$ cat config.mk
export PLATFORM = sky130hd
export DESIGN_NAME = salsa_ctrl
export DESIGN_NICKNAME = d
export VERILOG_FILES = /design/src/salsa_pkg.sv /design/src/salsa_ctrl.sv
export SDC_FILE = /design/constraint.sdc
export NUM_CORES = 1
export LEC_CHECK = 0
export ABC_AREA = 1
export BUFFER_PORTS_ARGS = -buffer_cell sky130_fd_sc_hd__buf_2
export CAP_MARGIN = 20
export CELL_PAD_IN_SITES_DETAIL_PLACEMENT = 0
export CELL_PAD_IN_SITES_GLOBAL_PLACEMENT = 1
export CORE_UTILIZATION = 35
export DETAILED_ROUTE_END_ITERATION = 7
export GPL_ROUTABILITY_DRIVEN = 0
export GPL_TIMING_DRIVEN = 1
export PLACE_DENSITY_LB_ADDON = 0.1
export SLEW_MARGIN = 20
export SYNTH_ARGS = -nofsm -noshare
export SYNTH_HDL_FRONTEND = slang
export SYNTH_SLANG_ARGS = --single-unit
$ cat constraint.sdc
create_clock -name i_clk -period 1.5 [get_ports i_clk]
set_input_delay 0.3 -clock i_clk [delete_from_list [all_inputs] [get_ports i_clk]]
set_output_delay 0.3 -clock i_clk [all_outputs]
set_load 0.005 [all_outputs]
$ cat src/salsa_pkg.sv
`default_nettype none

package salsa_pkg;

    // Core shape
    localparam int DOUBLE_ROUNDS = 10;
    localparam int ROUND_STEPS   = 8 * DOUBLE_ROUNDS;   // 2 half rounds x 4 steps each
    localparam int CNT_W         = $clog2(ROUND_STEPS);
    localparam int WORD_W        = 32;
    localparam int NUM_WORDS     = 16;
    localparam int NUM_LANES     = 4;

    // Quarter-round rotation amounts, one per step
    localparam int ROT_0 = 7;
    localparam int ROT_1 = 9;
    localparam int ROT_2 = 13;
    localparam int ROT_3 = 18;

    // "expand 32-byte k"
    localparam logic [WORD_W-1:0] SIGMA_0 = 32'h6170_7865;
    localparam logic [WORD_W-1:0] SIGMA_1 = 32'h3320_646e;
    localparam logic [WORD_W-1:0] SIGMA_2 = 32'h7962_2d32;
    localparam logic [WORD_W-1:0] SIGMA_3 = 32'h6b20_6574;

    // Configuration register indexes
    localparam int CFG_IDX_W = 3;
    localparam logic [CFG_IDX_W-1:0] CFG_KEY_0 = 3'd0;
    localparam logic [CFG_IDX_W-1:0] CFG_KEY_1 = 3'd1;
    localparam logic [CFG_IDX_W-1:0] CFG_KEY_2 = 3'd2;
    localparam logic [CFG_IDX_W-1:0] CFG_KEY_3 = 3'd3;
    localparam logic [CFG_IDX_W-1:0] CFG_NONCE = 3'd4;

    typedef logic [WORD_W-1:0] t_word;
    typedef logic [3:0]        t_widx;

    // Controller -> datapath
    typedef struct packed {
        logic       accept;   // latch input item
        logic       load;     // load initial state words
        logic       rnd;      // run one step of four quarter rounds
        logic       row;      // 0: column round, 1: row round
        logic [1:0] step;     // step within the quarter round
        logic       fin;      // add initial words, advance block counter
        logic       emit;     // write output register, advance offset, or on last clear offset and counter
    } t_cmd;

    // Datapath -> controller
    typedef struct packed {
        logic off_zero;
        logic out_free;
    } t_stat;

    // Word index of a quarter-round role (a=0, b=1, c=2, d=3) for a lane
    function automatic t_widx qr_idx(input logic row, input logic [1:0] lane,
                                     input logic [1:0] role);
        t_widx col_i;
        t_widx row_i;
        col_i = {lane, 2'b00} + {2'b00, lane} + {role, 2'b00};
        row_i = {lane, lane + role};
        return row ? row_i : col_i;
    endfunction

    // Rotate left by the constant of the given step
    function automatic t_word qr_rot(input t_word v, input logic [1:0] step);
        t_word r;
        case (step)
            2'd0:    r = (v << ROT_0) | (v >> (WORD_W - ROT_0));
            2'd1:    r = (v << ROT_1) | (v >> (WORD_W - ROT_1));
            2'd2:    r = (v << ROT_2) | (v >> (WORD_W - ROT_2));
            default: r = (v << ROT_3) | (v >> (WORD_W - ROT_3));
        endcase
        return r;
    endfunction

endpackage

`default_nettype wire

$ cat src/salsa_ctrl.sv
`default_nettype none

module salsa_ctrl (
    input  wire logic             i_clk,
    input  wire logic             i_rst_n,
    input  wire logic             i_in_valid,
    input  wire salsa_pkg::t_stat i_stat,
    output logic                  o_in_ready,
    output salsa_pkg::t_cmd       o_cmd
);
    import salsa_pkg::*;

    localparam logic [1:0] ST_IDLE  = 2'd0;
    localparam logic [1:0] ST_ROUND = 2'd1;
    localparam logic [1:0] ST_FINAL = 2'd2;
    localparam logic [1:0] ST_EMIT  = 2'd3;

    logic [1:0]       r_state, n_state;
    logic [CNT_W-1:0] r_cnt, n_cnt;
    logic             accept;

    assign o_in_ready = (r_state == ST_IDLE);
    assign accept     = i_in_valid && (r_state == ST_IDLE);

    // Next state and commands
    always_comb begin
        n_state      = r_state;
        n_cnt        = r_cnt;
        o_cmd        = '0;
        o_cmd.row    = r_cnt[2];
        o_cmd.step   = r_cnt[1:0];
        case (r_state)
            ST_IDLE: begin
                if (accept) begin
                    o_cmd.accept = 1'b1;
                    n_cnt        = '0;
                    if (i_stat.off_zero) begin
                        o_cmd.load = 1'b1;
                        n_state    = ST_ROUND;
                    end else begin
                        n_state = ST_EMIT;
                    end
                end
            end
            ST_ROUND: begin
                o_cmd.rnd = 1'b1;
                n_cnt     = r_cnt + 1'b1;
                if (r_cnt == CNT_W'(ROUND_STEPS - 1)) begin
                    n_state = ST_FINAL;
                end
            end
            ST_FINAL: begin
                o_cmd.fin = 1'b1;
                n_state   = ST_EMIT;
            end
            ST_EMIT: begin
                if (i_stat.out_free) begin
                    o_cmd.emit = 1'b1;
                    n_state    = ST_IDLE;
                end
            end
            default: begin
                n_state = ST_IDLE;
            end
        endcase
    end

    always_ff @(posedge i_clk) begin
        if (!i_rst_n) begin
            r_state <= ST_IDLE;
            r_cnt   <= '0;
        end else begin
            r_state <= n_state;
            r_cnt   <= n_cnt;
        end
    end

endmodule

`default_nettype wire

==> impl_metrics.tcl <==
set metrics [dict create \
    viasPerCell 4.54 \
    hold_path_class "input pin to flip-flop" \
    ctsLongestPathBuffers 2 \
    worst_ep_required_time_ns 1.20 \
    synth_xor_area_share_pct 0 \
    synth_fa_ha_area_share_pct 10.2 \
    grt_antenna_before_repair 0 \
    boundaryPins 14 \
    source_of_the_critical_timing_path "r_state[0]$_SDFFE_PN0P_" \
    worst_slew_pin_slew_ns 0.203 \
    outcome "complete, no violations" \
    die_w_um 43.8 \
    p_sw_mw 0.433 \
    mappedNetlistArea_um2 612 \
    synth-edff-count 0 \
    setup_ws_ns 0.0656 \
    synthSimpleGateAreaFrac_pct 33.7 \
    post-synth-top-count-cell "sky130_fd_sc_hd__inv_1" \
    yosys_register_bits 9 \
    synth_cell_type_count 19 \
    synthDominantCellAreaShare_pct 29.4 \
    clock_skew_ns 0.00165 \
    post_route_drc 0 \
    tritoncts_clock_tree "built" \
    layout-area-overhead-vs-synth_pct 18.4 \
    synth_top_family_by_area "simple AND/OR/NAND/NOR gates" \
    min_period_ns 1.43 \
    floorplan.initialDensity_pct 38.8 \
    synth_sequential_area_ratio_pct 29.4 \
    core.rowCount 14 \
    maximum_number_of_pins_on_one_net_before_global_route_repair 7 \
    postCtsHoldBufs 0 \
    timing.hold.worst_endpoint "r_state[0]$_SDFFE_PN0P_" \
    switching_share_pct 42.0 \
    power.total_mw 1.03 \
    layout.nets 119 \
    globalRoute.totalOverflow 0 \
    pre_cts_ws_ns 0.0730 \
    clock_power_share_pct 19.0 \
    drt-initial-drc-count 14 \
    average_routed_wire_per_standard_cell_um 9.80 \
    clkTransAtPathRegs_ns 0.07 \
    num_vias 563 \
    die_y_um 43.8 \
    rsz0062_at_grt "no" \
    drv_cap 0 \
    avg_inst_size_synth_um2 6.58 \
    grt_use_total_pct 15.8 \
    dr.pass1.iters 4 \
    synth_area_in_compound_gates_pct 9.00 \
    async_reset_ff_share_pct 0 \
    rrSetupSlack_ns 0.20 \
    hp-start "i_rst_n" \
    syn_inst 93 \
    comb_power_share_pct 50.7 \
    type_of_element_capturing_the_critical_path "primary output" \
    drt_wl_total_mm 1.22 \
    cell_internal_pwr_mw 0.597 \
    fp.coreArea_um2 1580 \
    final-setup-viol-count 0 \
    first_global_vias 523 \
    dominantRegCellSynth "sky130_fd_sc_hd__dfxtp_1" \
    terminus_of_the_critical_flop_to_flop_path "r_cnt[6]$_SDFFE_PN0P_" \
    synth.largest_area_cell "sky130_fd_sc_hd__dfxtp_1" \
    achievable-frequency_mhz 697 \
    ir_worst_vdd_uv 799 \
    cts.htree.levels 1 \
    die_area_um2 1920 \
    post_synth_main_area_contributors "sky130_fd_sc_hd__dfxtp_1 (29%), sky130_fd_sc_hd__inv_1 (13%), sky130_fd_sc_hd__nand2_1 (12%), sky130_fd_sc_hd__ha_1 (10%), sky130_fd_sc_hd__nor2_1 (5.5%)" \
    antenna_diode_count 0 \
    final_cells 124 \
    final.period_utilization_pct 95.6 \
    origin_of_the_critical_flop_to_flop_path "r_state[1]$_SDFFE_PN0P_" \
    reg2regPathDepth 10 \
    timing.final.max_slew_violations 0 \
    final.setup.tns_ns 0 \
    synth.yosys.warnings 0 \
    synth_nets 103 \
    dp_hpwl_um 974 \
    critical_path_arrival_ns 1.13 \
    criticalPathCategory "flip-flop to primary output" \
    layout-drive-gt1-share_pct 25.0 \
    static-leakage-power_nw 0.373 \
    cts_sinks 9 \
    clock_latency_on_the_worst_skew_pair_ns 0.26 \
    seq_power_share_pct 30.3 \
    critical_path.startpoint_type "flip-flop" \
    cts_root_buffer "sky130_fd_sc_hd__clkbuf_4" \
    fill_cells 187 \
    buffer_ports.inserted 13 \
    worstHoldPathCells 3 \
    grt_first_pass_wirelength_mm 2.21 \
    power-per-cell-area_nw_per_um2 1420 \
    drtAntennaViolNets 0 \
    cts_buffers 3 \
    place.detailed.instances 120 \
    max-slew-margin-rel_pct 86.4 \
    final-hold-violation-count 0 \
    synth.mux.area_fraction_pct 0 \
    post_cts_setup_buffer_count 0 \
    post_synth_most_frequent_cells "sky130_fd_sc_hd__inv_1 (21), sky130_fd_sc_hd__nand2_1 (19), sky130_fd_sc_hd__dfxtp_1 (9), sky130_fd_sc_hd__nor2_1 (9)" \
    critPathMaxFanout 5 \
]
[area by class of cell]
class	count	area (µm²)	area share [%]
tap	16	20.0	2.76
inverter	22	85.1	11.7
multi-input combinational	59	339	46.8
timing repair buffer	14	72.6	10.0
clock buffer	4	26.3	3.63
sequential	9	181	25.0
[power groups by stage]
stage | logic, mW | clock network, mW | registers, mW
3_3_place_gp | 0.489 | 0 | 0.311
6_report | 0.522 | 0.195 | 0.312
2_1_floorplan | 0.354 | 0 | 0.310
3_5_place_dp | 0.489 | 0 | 0.313
4_1_cts | 0.526 | 0.202 | 0.310
5_1_grt | 0.593 | 0.218 | 0.318
[repair_timing]
action,CTS,global route
pin swaps,0,0
resized for setup,3,2
setup endpoints to repair,2,4
[registers in the layout, summed over array words and instances (netlist names)]
signal	flops
r_state	2
r_cnt	7
[stage by stage]
stage	utilization, %	instance area [µm²]	hold WS, ns
global placement	43.3	682	0.473
CTS	45.8	722	0.284
finish	46.0	724	0.291
detailed placement	43.3	682	0.473
floorplan	-	612	0.421
global route	46.0	724	0.286
[layout by cell type (no fill, tap or decap), drive strengths merged]
master and instances:
inv 22, nand2 22, buf 14, nor2 10
dfxtp 9, a21oi 6, nand3 6, ha 5
clkbuf 4, nor3 3, o21ai 2, and3 1
a211oi 1, nand4 1, nand3b 1, o21bai 1
[critical path, stage by stage (launching register included)]
cell and delay (ns):
sky130_fd_sc_hd__dfxtp_2 0.36, sky130_fd_sc_hd__inv_2 0.06, sky130_fd_sc_hd__ha_4 0.17, sky130_fd_sc_hd__nand2_2 0.09, sky130_fd_sc_hd__inv_1 0.06, sky130_fd_sc_hd__buf_2 0.12
[per-layer routing]
layer	vias up	GRT usage [%]	wire [µm]
li1	314	-	-
met1	236	19.1	617
met2	11	25.4	529
met3	2	6.25	55
met4	0	5.63	13
met5	-	0	0
[kinds of logic after synthesis]
family	count (synthesis)
flops	9
simple gates	44
fa+ha+maj	5
buf+inv	25
compound gates	10
[worst max path at each step]
stage,end,slack (ns),cells after the start
floorplan,r_cnt[5]$_SDFFE_PN0P_,0.17,8
global placement,r_cnt[6]$_SDFFE_PN0P_,0.12,11
detailed placement,r_cnt[6]$_SDFFE_PN0P_,0.07,11
CTS,o_cmd[6],0.02,5
global route,o_cmd[6],0.004,5
finish,o_cmd[7],0.07,5
No activity file was read; power rests on OpenSTA's default activity.
